`src/hw/rtl/schf_pkg.sv`:
```
// Shared types and constants for the strip coincidence hit filter.
package schf_pkg;

  localparam int TABLE_DEPTH         = 64;
  localparam int TABLE_AW            = $clog2(TABLE_DEPTH);
  localparam int STRIPS_PER_SIDE_DEF = 32;

  localparam int STRIP_W = 5;
  localparam int ADC_W   = 16;
  localparam int PED_W   = 20;
  localparam int SIG_W   = 16;
  localparam int CNT_W   = 6;
  localparam int PAIR_W  = 11;
  localparam int ENTRY_W = PED_W + SIG_W;
  localparam int MULT_W  = 4;

  localparam int IN_TDATA_W  = 64;
  localparam int OUT_TDATA_W = 56;
  localparam int CFG_IDX_W   = 3;
  localparam int CFG_DATA_W  = 16;

  localparam logic [CNT_W-1:0] COUNT_CAP = CNT_W'(32);

  localparam logic              MODE_RST  = 1'b0;
  localparam logic [MULT_W-1:0] SMULT_RST = MULT_W'(10);
  localparam logic [ADC_W-1:0]  FTHR_RST  = ADC_W'(300);
  localparam logic [ADC_W-1:0]  LIMIT_RST = ADC_W'(4095);
  localparam logic [ADC_W-1:0]  BAND_RST  = ADC_W'(300);

  localparam logic ACT_LOAD   = 1'b0;
  localparam logic ACT_SAMPLE = 1'b1;
  localparam logic SIDE_FRONT = 1'b0;
  localparam logic SIDE_BACK  = 1'b1;

  typedef enum logic [CFG_IDX_W-1:0] {
    CFG_THRESHOLD_MODE  = 3'd0,
    CFG_SIGMA_MULTIPLE  = 3'd1,
    CFG_FIXED_THRESHOLD = 3'd2,
    CFG_ADC_LIMIT       = 3'd3,
    CFG_BAND_OFFSET     = 3'd4
  } cfg_idx_t;

  typedef struct packed {
    logic              threshold_mode;
    logic [MULT_W-1:0] sigma_multiple;
    logic [ADC_W-1:0]  fixed_threshold;
    logic [ADC_W-1:0]  adc_limit;
    logic [ADC_W-1:0]  band_offset;
  } cfg_t;

  // Accepted sample beat, as handed to the event stage
  typedef struct packed {
    logic               side;
    logic [STRIP_W-1:0] strip;
    logic               in_range;
    logic [ADC_W-1:0]   adc;
    logic               last;
  } samp_t;

  // Event summary at the last sample
  typedef struct packed {
    logic [CNT_W-1:0]   front_cnt;
    logic [CNT_W-1:0]   back_cnt;
    logic [STRIP_W-1:0] front_idx;
    logic [STRIP_W-1:0] back_idx;
    logic [ADC_W-1:0]   front_adc;
    logic [ADC_W-1:0]   back_adc;
  } rep_t;

  typedef struct packed {
    logic [PAIR_W-1:0]  pair_count;
    logic [STRIP_W-1:0] front_strip;
    logic [STRIP_W-1:0] back_strip;
    logic [ADC_W-1:0]   front_value;
    logic [ADC_W-1:0]   back_value;
    logic               accepted;
  } res_t;

endpackage

```
`src/hw/rtl/schf_cal_mem.sv`:
```
// Calibration table: per-strip pedestal and sigma, registered read, valid bit per entry.
module schf_cal_mem (
  input  logic                             clk,
  input  logic                             rst_n,
  input  logic                             wr_en,
  input  logic                             rd_en,
  input  logic [schf_pkg::TABLE_AW-1:0]    addr,
  input  logic [schf_pkg::ENTRY_W-1:0]     wr_data,
  output logic [schf_pkg::ENTRY_W-1:0]     rd_data
);

  logic [schf_pkg::ENTRY_W-1:0]     mem [schf_pkg::TABLE_DEPTH];
  logic [schf_pkg::TABLE_DEPTH-1:0] vld_r;
  logic [schf_pkg::ENTRY_W-1:0]     rd_q_r;
  logic                             rd_vld_r;

  always_ff @(posedge clk) begin
    if (wr_en) begin
      mem[addr] <= wr_data;
    end
    if (rd_en) begin
      rd_q_r <= mem[addr];
    end
  end

  always_ff @(posedge clk) begin
    if (!rst_n) begin
      vld_r    <= '0;
      rd_vld_r <= 1'b0;
    end else begin
      if (wr_en) begin
        vld_r[addr] <= 1'b1;
      end
      if (rd_en) begin
        rd_vld_r <= vld_r[addr];
      end
    end
  end

  // never-loaded entries read as zero
  assign rd_data = rd_vld_r ? rd_q_r : '0;

endmodule

```
`src/hw/rtl/schf_evt_acc.sv`:
```
// Event stage: strip threshold compare, fired counts and highest hit per side.
module schf_evt_acc (
  input  logic                          clk,
  input  logic                          rst_n,
  input  schf_pkg::cfg_t                cfg,
  input  logic                          samp_load,
  input  schf_pkg::samp_t               samp_in,
  input  logic [schf_pkg::ENTRY_W-1:0]  cal_entry,
  input  logic                          rep_take,
  output logic                          ready,
  output logic                          rep_valid,
  output schf_pkg::rep_t                rep
);

  logic                   s1_valid_r;
  schf_pkg::samp_t        s1_r;
  logic                   s1_go;
  logic                   fired;
  logic [schf_pkg::PED_W:0] lhs;
  logic [schf_pkg::PED_W:0] rhs;
  logic [schf_pkg::PED_W-1:0] ped;
  logic [schf_pkg::SIG_W-1:0] sig;

  schf_pkg::rep_t evt_r, evt_nxt;
  logic           rep_valid_r, rep_valid_nxt;
  schf_pkg::rep_t rep_r;

  assign ped = cal_entry[schf_pkg::PED_W-1:0];
  assign sig = cal_entry[schf_pkg::ENTRY_W-1:schf_pkg::PED_W];

  // 16*adc against pedestal + k*sigma, all with 4 fraction bits
  assign lhs = {1'b0, s1_r.adc, 4'b0000};
  assign rhs = (schf_pkg::PED_W+1)'(ped)
             + (schf_pkg::PED_W+1)'(cfg.sigma_multiple) * (schf_pkg::PED_W+1)'(sig);

  always_comb begin
    if (cfg.threshold_mode) begin
      fired = s1_r.in_range && (s1_r.adc > cfg.fixed_threshold);
    end else begin
      fired = s1_r.in_range && (lhs > rhs);
    end
  end

  // last beat waits while the report slot is still full
  assign s1_go = s1_valid_r && !(s1_r.last && rep_valid_r && !rep_take);
  assign ready = !s1_valid_r || s1_go;

  always_comb begin
    evt_nxt = evt_r;
    if (fired) begin
      if (s1_r.side == schf_pkg::SIDE_FRONT) begin
        if (evt_r.front_cnt == '0 || s1_r.strip >= evt_r.front_idx) begin
          evt_nxt.front_idx = s1_r.strip;
          evt_nxt.front_adc = s1_r.adc;
        end
        if (evt_r.front_cnt < schf_pkg::COUNT_CAP) begin
          evt_nxt.front_cnt = evt_r.front_cnt + 1'b1;
        end
      end else begin
        if (evt_r.back_cnt == '0 || s1_r.strip >= evt_r.back_idx) begin
          evt_nxt.back_idx = s1_r.strip;
          evt_nxt.back_adc = s1_r.adc;
        end
        if (evt_r.back_cnt < schf_pkg::COUNT_CAP) begin
          evt_nxt.back_cnt = evt_r.back_cnt + 1'b1;
        end
      end
    end
  end

  assign rep_valid_nxt = (rep_valid_r && !rep_take) || (s1_go && s1_r.last);

  always_ff @(posedge clk) begin
    if (!rst_n) begin
      s1_valid_r  <= 1'b0;
      evt_r       <= '0;
      rep_valid_r <= 1'b0;
    end else begin
      if (samp_load) begin
        s1_valid_r <= 1'b1;
      end else if (s1_go) begin
        s1_valid_r <= 1'b0;
      end
      if (s1_go) begin
        evt_r <= s1_r.last ? '0 : evt_nxt;
      end
      rep_valid_r <= rep_valid_nxt;
    end
  end

  always_ff @(posedge clk) begin
    if (samp_load) begin
      s1_r <= samp_in;
    end
    if (s1_go && s1_r.last) begin
      rep_r <= evt_nxt;
    end
  end

  assign rep_valid = rep_valid_r;
  assign rep       = rep_r;

endmodule

```
`src/hw/rtl/schf_cut.sv`:
```
// Report stage: pair count, limit and band cuts, output register.
module schf_cut (
  input  logic            clk,
  input  logic            rst_n,
  input  schf_pkg::cfg_t  cfg,
  input  logic            rep_valid,
  input  schf_pkg::rep_t  rep,
  output logic            rep_take,
  output logic            out_valid,
  input  logic            out_ready,
  output schf_pkg::res_t  res
);

  logic                               out_valid_r;
  schf_pkg::res_t                     res_r, res_nxt;
  logic [2*schf_pkg::CNT_W-1:0]       pairs;
  logic                               has_pair;
  logic [schf_pkg::ADC_W-1:0]         fv, bv;
  logic [schf_pkg::PED_W-1:0]         f5, b5, f6, b6, off5;
  logic                               band_ok;

  assign rep_take = rep_valid && (!out_valid_r || out_ready);

  assign pairs    = rep.front_cnt * rep.back_cnt;
  assign has_pair = (pairs != '0);
  assign fv       = has_pair ? rep.front_adc : '0;
  assign bv       = has_pair ? rep.back_adc  : '0;

  // a <= 1.2*b + offset, scaled by 5 on both sides
  assign f5   = schf_pkg::PED_W'(fv) * schf_pkg::PED_W'(5);
  assign b5   = schf_pkg::PED_W'(bv) * schf_pkg::PED_W'(5);
  assign f6   = schf_pkg::PED_W'(fv) * schf_pkg::PED_W'(6);
  assign b6   = schf_pkg::PED_W'(bv) * schf_pkg::PED_W'(6);
  assign off5 = schf_pkg::PED_W'(cfg.band_offset) * schf_pkg::PED_W'(5);

  assign band_ok = (b5 <= f6 + off5) && (f5 <= b6 + off5);

  always_comb begin
    res_nxt.pair_count  = pairs[schf_pkg::PAIR_W-1:0];
    res_nxt.front_strip = has_pair ? rep.front_idx : '0;
    res_nxt.back_strip  = has_pair ? rep.back_idx  : '0;
    res_nxt.front_value = fv;
    res_nxt.back_value  = bv;
    res_nxt.accepted    = (pairs == (2*schf_pkg::CNT_W)'(1))
                          && (fv <= cfg.adc_limit) && (bv <= cfg.adc_limit)
                          && band_ok;
  end

  always_ff @(posedge clk) begin
    if (!rst_n) begin
      out_valid_r <= 1'b0;
    end else begin
      out_valid_r <= rep_take || (out_valid_r && !out_ready);
    end
  end

  always_ff @(posedge clk) begin
    if (rep_take) begin
      res_r <= res_nxt;
    end
  end

  assign out_valid = out_valid_r;
  assign res       = res_r;

endmodule

```
`src/hw/rtl/strip_coincidence_hit_filter_unit.sv`:
```
// Top level of the strip coincidence hit filter.
//
//  port group | dir | beat contents
//  in_*       | in  | tdata: side, strip, adc, pedestal, sigma; tuser: action; tlast: last
//  out_*      | out | tdata: pair_count, front/back strip, front/back value; tuser: accepted
//  cfg_*      | in  | register write: index, data (no read-back)
//
//  One beat per clock is taken, loads and samples alike, while in_tready is high. An event's
//  result passes, in order, the calibration read, the event update and the cut stage's output register.
//  rst_n is synchronous; it resets the valid flags, the configuration, the event and the table's valid bits,
//  so every strip reads as zero pedestal and sigma until loaded. No clearing pass.
//  A stalled output holds the last beat of an event while the report slot is full; earlier beats flow, later ones wait.
module strip_coincidence_hit_filter_unit #(
  parameter int STRIPS_PER_SIDE = schf_pkg::STRIPS_PER_SIDE_DEF
) (
  input  logic                                clk,
  input  logic                                rst_n,
  input  logic                                in_tvalid,
  output logic                                in_tready,
  // [0] side, [5:1] strip, [21:6] adc, [41:22] pedestal, [57:42] sigma
  input  logic [schf_pkg::IN_TDATA_W-1:0]     in_tdata,
  // [0] action
  input  logic                                in_tuser,
  input  logic                                in_tlast,
  output logic                                out_tvalid,
  input  logic                                out_tready,
  // [10:0] pair_count, [15:11] front_strip, [20:16] back_strip,
  // [36:21] front_value, [52:37] back_value
  output logic [schf_pkg::OUT_TDATA_W-1:0]    out_tdata,
  // [0] accepted
  output logic                                out_tuser,
  input  logic                                cfg_we,
  input  logic [schf_pkg::CFG_IDX_W-1:0]      cfg_index,
  input  logic [schf_pkg::CFG_DATA_W-1:0]     cfg_wdata
);

  localparam logic [schf_pkg::TABLE_AW-1:0] SIDE_OFS =
    schf_pkg::TABLE_AW'(STRIPS_PER_SIDE % schf_pkg::TABLE_DEPTH);

  schf_pkg::cfg_t  cfg_r;
  schf_pkg::samp_t samp;
  schf_pkg::rep_t  rep;
  schf_pkg::res_t  res;

  logic                              accept;
  logic                              in_range;
  logic [schf_pkg::TABLE_AW-1:0]     slot;
  logic [schf_pkg::PED_W-1:0]        in_ped;
  logic [schf_pkg::SIG_W-1:0]        in_sig;
  logic [schf_pkg::ENTRY_W-1:0]      cal_entry;
  logic                              rep_valid, rep_take;
  logic                              evt_ready;

  always_ff @(posedge clk) begin
    if (!rst_n) begin
      cfg_r.threshold_mode  <= schf_pkg::MODE_RST;
      cfg_r.sigma_multiple  <= schf_pkg::SMULT_RST;
      cfg_r.fixed_threshold <= schf_pkg::FTHR_RST;
      cfg_r.adc_limit       <= schf_pkg::LIMIT_RST;
      cfg_r.band_offset     <= schf_pkg::BAND_RST;
    end else if (cfg_we) begin
      case (schf_pkg::cfg_idx_t'(cfg_index))
        schf_pkg::CFG_THRESHOLD_MODE:  cfg_r.threshold_mode  <= cfg_wdata[0];
        schf_pkg::CFG_SIGMA_MULTIPLE:  cfg_r.sigma_multiple  <=
                                         cfg_wdata[schf_pkg::MULT_W-1:0];
        schf_pkg::CFG_FIXED_THRESHOLD: cfg_r.fixed_threshold <= cfg_wdata;
        schf_pkg::CFG_ADC_LIMIT:       cfg_r.adc_limit       <= cfg_wdata;
        schf_pkg::CFG_BAND_OFFSET:     cfg_r.band_offset     <= cfg_wdata;
        default: ;
      endcase
    end
  end

  assign in_tready = evt_ready;
  assign accept    = in_tvalid && in_tready;

  assign samp.side  = in_tdata[0];
  assign samp.strip = in_tdata[5:1];
  assign samp.adc   = in_tdata[21:6];
  assign samp.last  = in_tlast;
  assign in_ped     = in_tdata[41:22];
  assign in_sig     = in_tdata[57:42];

  assign in_range      = (32'(samp.strip) < 32'(STRIPS_PER_SIDE));
  assign samp.in_range = in_range;

  // table slot wraps modulo the table depth
  assign slot = ((samp.side == schf_pkg::SIDE_BACK) ? SIDE_OFS : '0)
              + schf_pkg::TABLE_AW'(samp.strip);

  schf_cal_mem u_cal_mem (
    .clk     (clk),
    .rst_n   (rst_n),
    .wr_en   (accept && (in_tuser == schf_pkg::ACT_LOAD) && in_range),
    .rd_en   (accept && (in_tuser == schf_pkg::ACT_SAMPLE)),
    .addr    (slot),
    .wr_data ({in_sig, in_ped}),
    .rd_data (cal_entry)
  );

  schf_evt_acc u_evt_acc (
    .clk       (clk),
    .rst_n     (rst_n),
    .cfg       (cfg_r),
    .samp_load (accept && (in_tuser == schf_pkg::ACT_SAMPLE)),
    .samp_in   (samp),
    .cal_entry (cal_entry),
    .rep_take  (rep_take),
    .ready     (evt_ready),
    .rep_valid (rep_valid),
    .rep       (rep)
  );

  schf_cut u_cut (
    .clk       (clk),
    .rst_n     (rst_n),
    .cfg       (cfg_r),
    .rep_valid (rep_valid),
    .rep       (rep),
    .rep_take  (rep_take),
    .out_valid (out_tvalid),
    .out_ready (out_tready),
    .res       (res)
  );

  assign out_tdata = {3'b000, res.back_value, res.front_value, res.back_strip,
                      res.front_strip, res.pair_count};
  assign out_tuser = res.accepted;

endmodule

```
`config.mk`:
```
export PLATFORM = sky130hd
export DESIGN_NAME = strip_coincidence_hit_filter_unit
export DESIGN_NICKNAME = d
export VERILOG_FILES = /design/src/hw/rtl/schf_pkg.sv /design/src/hw/rtl/schf_cal_mem.sv /design/src/hw/rtl/schf_evt_acc.sv /design/src/hw/rtl/schf_cut.sv /design/src/hw/rtl/strip_coincidence_hit_filter_unit.sv
export SDC_FILE = /design/constraint.sdc
export NUM_CORES = 2
export LEC_CHECK = 0
export ABC_AREA = 1
export BUFFER_PORTS_ARGS = -buffer_cell sky130_fd_sc_hd__buf_2
export CELL_PAD_IN_SITES_DETAIL_PLACEMENT = 0
export CELL_PAD_IN_SITES_GLOBAL_PLACEMENT = 1
export CORE_MARGIN = 8
export CORE_UTILIZATION = 29
export DETAILED_ROUTE_END_ITERATION = 8
export PLACE_DENSITY_LB_ADDON = 0.1
export SLEW_MARGIN = 30
export SYNTH_ARGS = -nofsm -noshare
export SYNTH_HDL_FRONTEND = slang
export SYNTH_SLANG_ARGS = --single-unit
```
`constraint.sdc`:
```
create_clock -name clk -period 7.2 [get_ports clk]
set_input_delay 0.36 -clock clk [delete_from_list [all_inputs] [get_ports clk]]
set_output_delay 0.36 -clock clk [all_outputs]
set_load 0.05 [all_outputs]
```
# Word-level counts from Yosys, hierarchy flattened
# Memory sizes are Yosys's and may differ from the RTL's. A register that Yosys moved wholly into a read port is not among the register bits.
# Cells that the tools add are included.
# Widths: inputs -> output; s select.
# totals
elab_cells	128
ram_bits	2304
output_inout_bits	59
n_memories	1
register_bits	306
# op_classes
add_sub_neg	6
n_mul	7
n_eq_ne	5
order_cmp	12
bitwise_logic	2
muxes	27
n_reduce_logical	36
# memory_table
name	depth	width	rd	rd_ports_with_merged_regs	wr	line_no	text
u_cal_mem.mem	64	36	1	1	1	schf_cal_mem.sv:12	logic [schf_pkg::ENTRY_W-1:0] mem [schf_pkg::TABLE_DEPTH];
# ops
op	n
$mux 54	2
$mux 16	6
$or 64x64->64	1
$mul 16x3->19 const B	3
$add 19x19->20	2
$le 19x20->1	2
$mul 16x2->18 const B	2
$mux 36	1
$le 16x16->1	2
$mux 6	5
$add 20x20->21	1
$gt 20x21->1	1
$mul 4x16->20	1
$mux 5	4
$gt 16x16->1	1
$logic_and 1x1->1	15
$add 6x1->6 const B	2
$eq 12x1->1 const B	1
$logic_not 6->1	2
$lt 6x6->1 const B	2
$mul 6x6->12	1
$reduce_bool 12->1	1
$ge 5x5->1	2
$reduce_and 2->1	5
14 further kinds	30

# Depth between registers and ports, before layout
# logic_depth
ltp_word	12
ltp_mapped	52
ltp_nobuf	51

# Modules after synthesis
# Synthesis repeated with hierarchy kept, for this count alone.
# hier_totals
cells_unflattened	10828
area_unflattened_um2	117322.5
# by_module_without_submodules
mod	seq_area_each_um2	n_inst	area_per_inst_um2	cells_each
schf_cal_mem	71568.6	1	94755.9	7845
schf_cut	1641.6	1	10338.7	1411
schf_evt_acc	3463.3	1	10105.9	1268
strip_coincidence_hit_filter_unit	1061.0	1	2122.0	304

# Least setup slack after synthesis
# OpenSTA, ideal clock, no wires.
# synth_timing
path_type	register to register
start	register u_evt_acc.rep_r (netlist bit u_evt_acc.rep[53])
end	register u_cut.res_r (netlist bit u_cut.res[0]), data pin
setup_slack_ns	-0.486
arrival_ns	7.431
path_stages_with_launch	50
synth_period_minus_slack_ns	7.686
setup_time_ns	0.255
path_buffers	3
path_cell_list	edfxtp_1 -> nand2_1 -> inv_1 -> fa_1 -> inv_1 -> fa_1 -> fa_1 -> inv_1 -> ha_1 -> buf_6 -> a21oi_2 -> nand2_1 -> nand2_1 -> nand3_1 -> nand2_2 -> nor2_4 -> nand3_4 -> clkbuf_1 -> [... 14 more ...] -> a21boi_0 -> o21ai_1 -> a21boi_0 -> nor2_1 -> o21ai_1 -> nand2_1 -> nand2_1 -> nand2_1 -> ha_1 -> inv_1 -> nor2_1 -> nand3b_1 -> nor2_1 -> nor2_1 -> a21oi_1 -> nor2_1 -> nand2_1 -> nor2_1
# synth_rtl
element	line_no	text
start: declaration	schf_evt_acc.sv:26	schf_pkg::rep_t rep_r;
start signal: assignment	schf_evt_acc.sv:96	rep_r <= evt_nxt;
end signal: assignment	schf_cut.sv:59	res_r <= res_nxt;
end: declaration	schf_cut.sv:15	schf_pkg::res_t res_r, res_nxt;

==> run_results.csv <==
group,metric,value,unit
floorplanning,die-area,0.398,mm2
sta,maxClockFrequency,132,MHz
routing,vias_per_cell,4.99,
layout,finalNetCount,9443,
placed_design,dp_cells,13600,
routing,drt_wl_total,403000,um
sta,timing.final.hold_violations,0,
routing,drt_iter0_markers,6144,
logic_synthesis,synth_warnings,0,
outcome,violations,"setup timing",
clock_network,tritoncts.num_buffers,312,
critical_path,rr_endpoint,"u_cut.res[0]$_DFFE_PP_",
logic_synthesis,synth-async-reset-ratio,0,%
logic_synthesis,ys_dominant_reg_cell,"sky130_fd_sc_hd__edfxtp_1",
logic_synthesis,synth-seq-area-share,70.9,%
floorplanning,core_region_area,0.376,mm2
logic_synthesis,post_syn_area,0.110,mm2
critical_path,worst-endpoint-arrival,8.21,ns
critical_path,reg_to_reg_start,"u_evt_acc.rep[42]$_DFFE_PP_",
power,cellLeakagePower,47.0,nW
critical_path,r2r.worst_path.cells,47,
critical_path,timing_worst_setup_path_type,"reg2reg",
floorplanning,die_h,631,um
clock_network,cts.htree.levels,5,
sta,timing.final.max_slew_violations,0,
sta,final_min_period_over_clock_period,105,%
global_routing,grt_start_max_net_pins,67,
sta,setup_viol_count_final,1,
routing,drtAntennaViolNets,0,
min_path,min_to,"cfg_r[52]$_SDFFE_PN0P_",
power,power_density_normalized_to_cell_area,271,mW/mm2
clock_network,clkTransAtPathRegs,0.05,ns
clock_network,cts_buffer_depth,4,
global_routing,grt_pass1_vias,71300,
layout,final_common_cell,"sky130_fd_sc_hd__edfxtp_1",
sta,final.setup.worst_slack,-0.383,ns
placed_design,place_worst_setup_slack,-0.825,ns
clock_network,clock_tree_from_tritoncts,"done",
sta,worst_clock_skew,0.0528,ns
critical_path,cp_slowest_cell,"sky130_fd_sc_hd__fa_1",
logic_synthesis,ys_seq_elements,2646,
layout,multi_input_comb_area,0.0291,mm2
sta,unrepaired_setup_endpoints_after_global_routing,"true",
sta,tightest_slew,0.988,ns
flow_run,max_cap_violations,0,
power,ir_drop,186,uV
critical_path,crit_required,7.83,ns
clock_network,cts_sinks,2646,
placed_design,detail_placement_hpwl,243000,um
clock_network,insertion_delay,0.93,ns
placed_design,io_buffer_count,139,
critical_path,worstSetupEndpointType,"flip-flop",
logic_synthesis,yosys_cell_types,65,
layout,final_cell_mix,"sky130_fd_sc_hd__edfxtp_1, sky130_fd_sc_hd__nand2_1, sky130_fd_sc_hd__buf_4",
layout,final_layout_size_suffix_gt1_share,14.6,%
logic_synthesis,syn-mean-instance-area,13.3,um2
critical_path,cpPeakStageDelay,0.56,ns
routing,length_of_the_first_detailed_routing_pass_in_iterations,5,
floorplanning,dieWidth,631,um
routing,dr_total_vias,71000,
logic_synthesis,cells_after_synthesis,8252,
critical_path,timing.reg2reg.setup_slack,-0.38,ns
global_routing,antenna_found_initial,39,
sta,totalNegativeSetupSlack,-0.383,ns
min_path,min_delay_path_depth,4,
critical_path,startpoint_type,"flip-flop",
global_routing,first_pass_grt_wire_length,559000,um
sta,maxSlewHeadroom,34.1,%
global_routing,grt_usage,19.5,%
logic_synthesis,number_of_enable_type_register_cells_in_the_synthesized_netlist,2471,
routing,avgRoutedWirePerCell,28.3,um
global_routing,global_route.overflow_total,0,
clock_network,clockRootBuffer,"sky130_fd_sc_hd__clkbuf_16",
layout,final_core_utilization,34.9,%
layout,instances_no_fill,14200,
floorplanning,initial_utilization,29.2,%
sta,final.min_clock_period,7.58,ns
floorplanning,num_io_pins,149,
min_path,hold_path.startpoint,"cfg_index[2]",
critical_path,critical_path.max_fanout,11,
critical_path,worst_path_most_repeated_cell,"sky130_fd_sc_hd__nand2_1",
outcome,status,"finished, violations left",
floorplanning,placementRows,225,
placed_design,place_congestion,0.801,
routing,drt_drc_violations_left,0,
layout,area.sequential,0.0777,mm2
min_path,type_of_the_most_critical_hold_path,"in2reg",
layout,area.growth.synth_to_final,19.7,%
layout,fillerInstances,36500,
==> area by class of cell <==
cell class / instances / area share (%)
well taps: 4994 / 4.76
diodes: 11 / 0.0210
clock buffers: 420 / 6.40
repair buffers: 784 / 4.77
flip-flops and latches: 2646 / 59.2
multi-input cells: 4677 / 22.2
clock inverters: 138 / 1.06
inverters: 552 / 1.60
==> routing by layer <==
metal | track usage (%) | up-vias | wire length [um]
met5 | 0 | - | 52
met4 | 4.89 | 8 | 10500
met3 | 2.95 | 502 | 20400
met2 | 32.9 | 1841 | 191000
met1 | 26.4 | 36600 | 181000
li1 | - | 32100 | -
==> sequential cells by signal, summed over array words and instances (netlist names) <==
register / cells
u_cal_mem.rd_vld_r: 1
u_cut.res: 54
u_evt_acc.s1_valid_r: 1
u_cal_mem.mem: 2304
cfg_r: 53
u_evt_acc.evt_r: 54
u_evt_acc.lhs: 16
u_evt_acc.s1_r: 7
u_cal_mem.rd_q_r: 36
u_evt_acc.rep_valid: 1
u_evt_acc.rep: 54
u_cut.out_valid: 1
u_cal_mem.vld_r: 64
==> cell usage after synthesis, types with 4 or more instances <==
library cell,number,area share [%]
sky130_fd_sc_hd__a21boi_0,9,0.062
sky130_fd_sc_hd__nor3_2,6,0.055
sky130_fd_sc_hd__xnor2_1,37,0.30
sky130_fd_sc_hd__o21ai_1,16,0.073
sky130_fd_sc_hd__a31oi_1,8,0.046
sky130_fd_sc_hd__nand2_2,13,0.074
sky130_fd_sc_hd__or2_2,4,0.023
sky130_fd_sc_hd__nand3b_1,41,0.28
sky130_fd_sc_hd__or2_1,6,0.034
sky130_fd_sc_hd__nand3_2,4,0.037
sky130_fd_sc_hd__clkbuf_1,198,0.68
sky130_fd_sc_hd__nor2_1,266,0.91
sky130_fd_sc_hd__inv_2,7,0.024
sky130_fd_sc_hd__nand3_1,165,0.75
sky130_fd_sc_hd__a21o_1,7,0.048
sky130_fd_sc_hd__buf_1,59,0.20
sky130_fd_sc_hd__clkinv_1,4,0.014
sky130_fd_sc_hd__a21oi_1,263,1.2
sky130_fd_sc_hd__nor3_1,31,0.14
sky130_fd_sc_hd__a22oi_1,321,2.2
sky130_fd_sc_hd__o21bai_1,15,0.10
sky130_fd_sc_hd__o211ai_1,8,0.055
sky130_fd_sc_hd__a221oi_1,334,2.7
sky130_fd_sc_hd__nand2_1,1845,6.3
sky130_fd_sc_hd__fa_1,67,1.2
sky130_fd_sc_hd__o21ai_0,238,1.1
sky130_fd_sc_hd__edfxtp_1,2471,68
sky130_fd_sc_hd__o21a_1,47,0.32
sky130_fd_sc_hd__nor4_1,7,0.040
sky130_fd_sc_hd__buf_2,117,0.53
sky130_fd_sc_hd__a211oi_1,12,0.082
sky130_fd_sc_hd__nand4_1,306,1.7
sky130_fd_sc_hd__inv_1,540,1.8
sky130_fd_sc_hd__a22o_1,173,1.4
sky130_fd_sc_hd__xor2_1,75,0.60
sky130_fd_sc_hd__dfxtp_1,175,3.2
sky130_fd_sc_hd__nand2_4,4,0.041
sky130_fd_sc_hd__ha_1,313,3.6
==> worst max-delay path, delay by kind of cell, from the launching register on <==
| family | cells | cell delay (ns) |
|---|---|---|
| flip-flops | 1 | 0.39 |
| adder cells (fa/ha/maj) | 7 | 2.83 |
| AND/OR/NAND/NOR | 21 | 1.81 |
| XOR/XNOR | 2 | 0.31 |
| buffers and inverters | 13 | 1.51 |
| AO/OA/AOI/OAI | 4 | 0.43 |
==> kinds of logic after synthesis <==
logic type / Yosys count / synth area share, %
simple gates: 2709 / 10.6
flops: 2646 / 70.9
compound gates: 1473 / 9.52
buf+inv: 931 / 3.35
fa+ha+maj: 380 / 4.80
xor+xnor: 112 / 0.895
other cells: 1 / 0.00342
==> how the worst max path moves through the flow <==
stage	slack [ns]	startpoint	end	cells after the start
floorplan	-0.14	u_evt_acc.rep[42]$_DFFE_PP_	u_cut.res[0]$_DFFE_PP_	48
global placement	-0.93	u_evt_acc.rep[42]$_DFFE_PP_	u_cut.res[0]$_DFFE_PP_	48
detailed placement	-0.82	u_evt_acc.rep[42]$_DFFE_PP_	u_cut.res[0]$_DFFE_PP_	47
CTS	-0.51	u_evt_acc.rep[50]$_DFFE_PP_	u_cut.res[0]$_DFFE_PP_	48
global route	-0.95	u_evt_acc.rep[42]$_DFFE_PP_	u_cut.res[0]$_DFFE_PP_	53
finish	-0.38	u_evt_acc.rep[42]$_DFFE_PP_	u_cut.res[0]$_DFFE_PP_	47
==> where the power goes <==
group	leakage (nW)	switching (W)	internal [W]
clock network	4.76	0.00654	0.00885
logic	18.5	0.00205	0.00110
registers	23.7	0.0000654	0.0169
total	47.0	0.00866	0.0269
==> stage by stage <==
| stage | area, um2 | total power, W | hold WS, ns |
|---|---|---|---|
| floorplan | 110000 | 0.0188 | 0.435 |
| global placement | 120000 | 0.0204 | 0.447 |
| detailed placement | 121000 | 0.0204 | 0.453 |
| CTS | 131000 | 0.0360 | 0.00574 |
| global route | 131000 | 0.0368 | 0.0279 |
| finish | 131000 | 0.0356 | 0.0373 |
==> what timing repair did <==
| action | 4_1_cts | 5_1_grt |
|---|---|---|
| cloned | 0 | 0 |
| hold endpoints to repair | 183 | 0 |
| hold buffers | 46 | 0 |
| setup endpoints to repair | 1 | 52 |
| setup buffers | 4 | 2 |
| pin swaps | 17 | 13 |
| gates resized for setup | 25 | 35 |
Power figures use the tool's default switching activity.
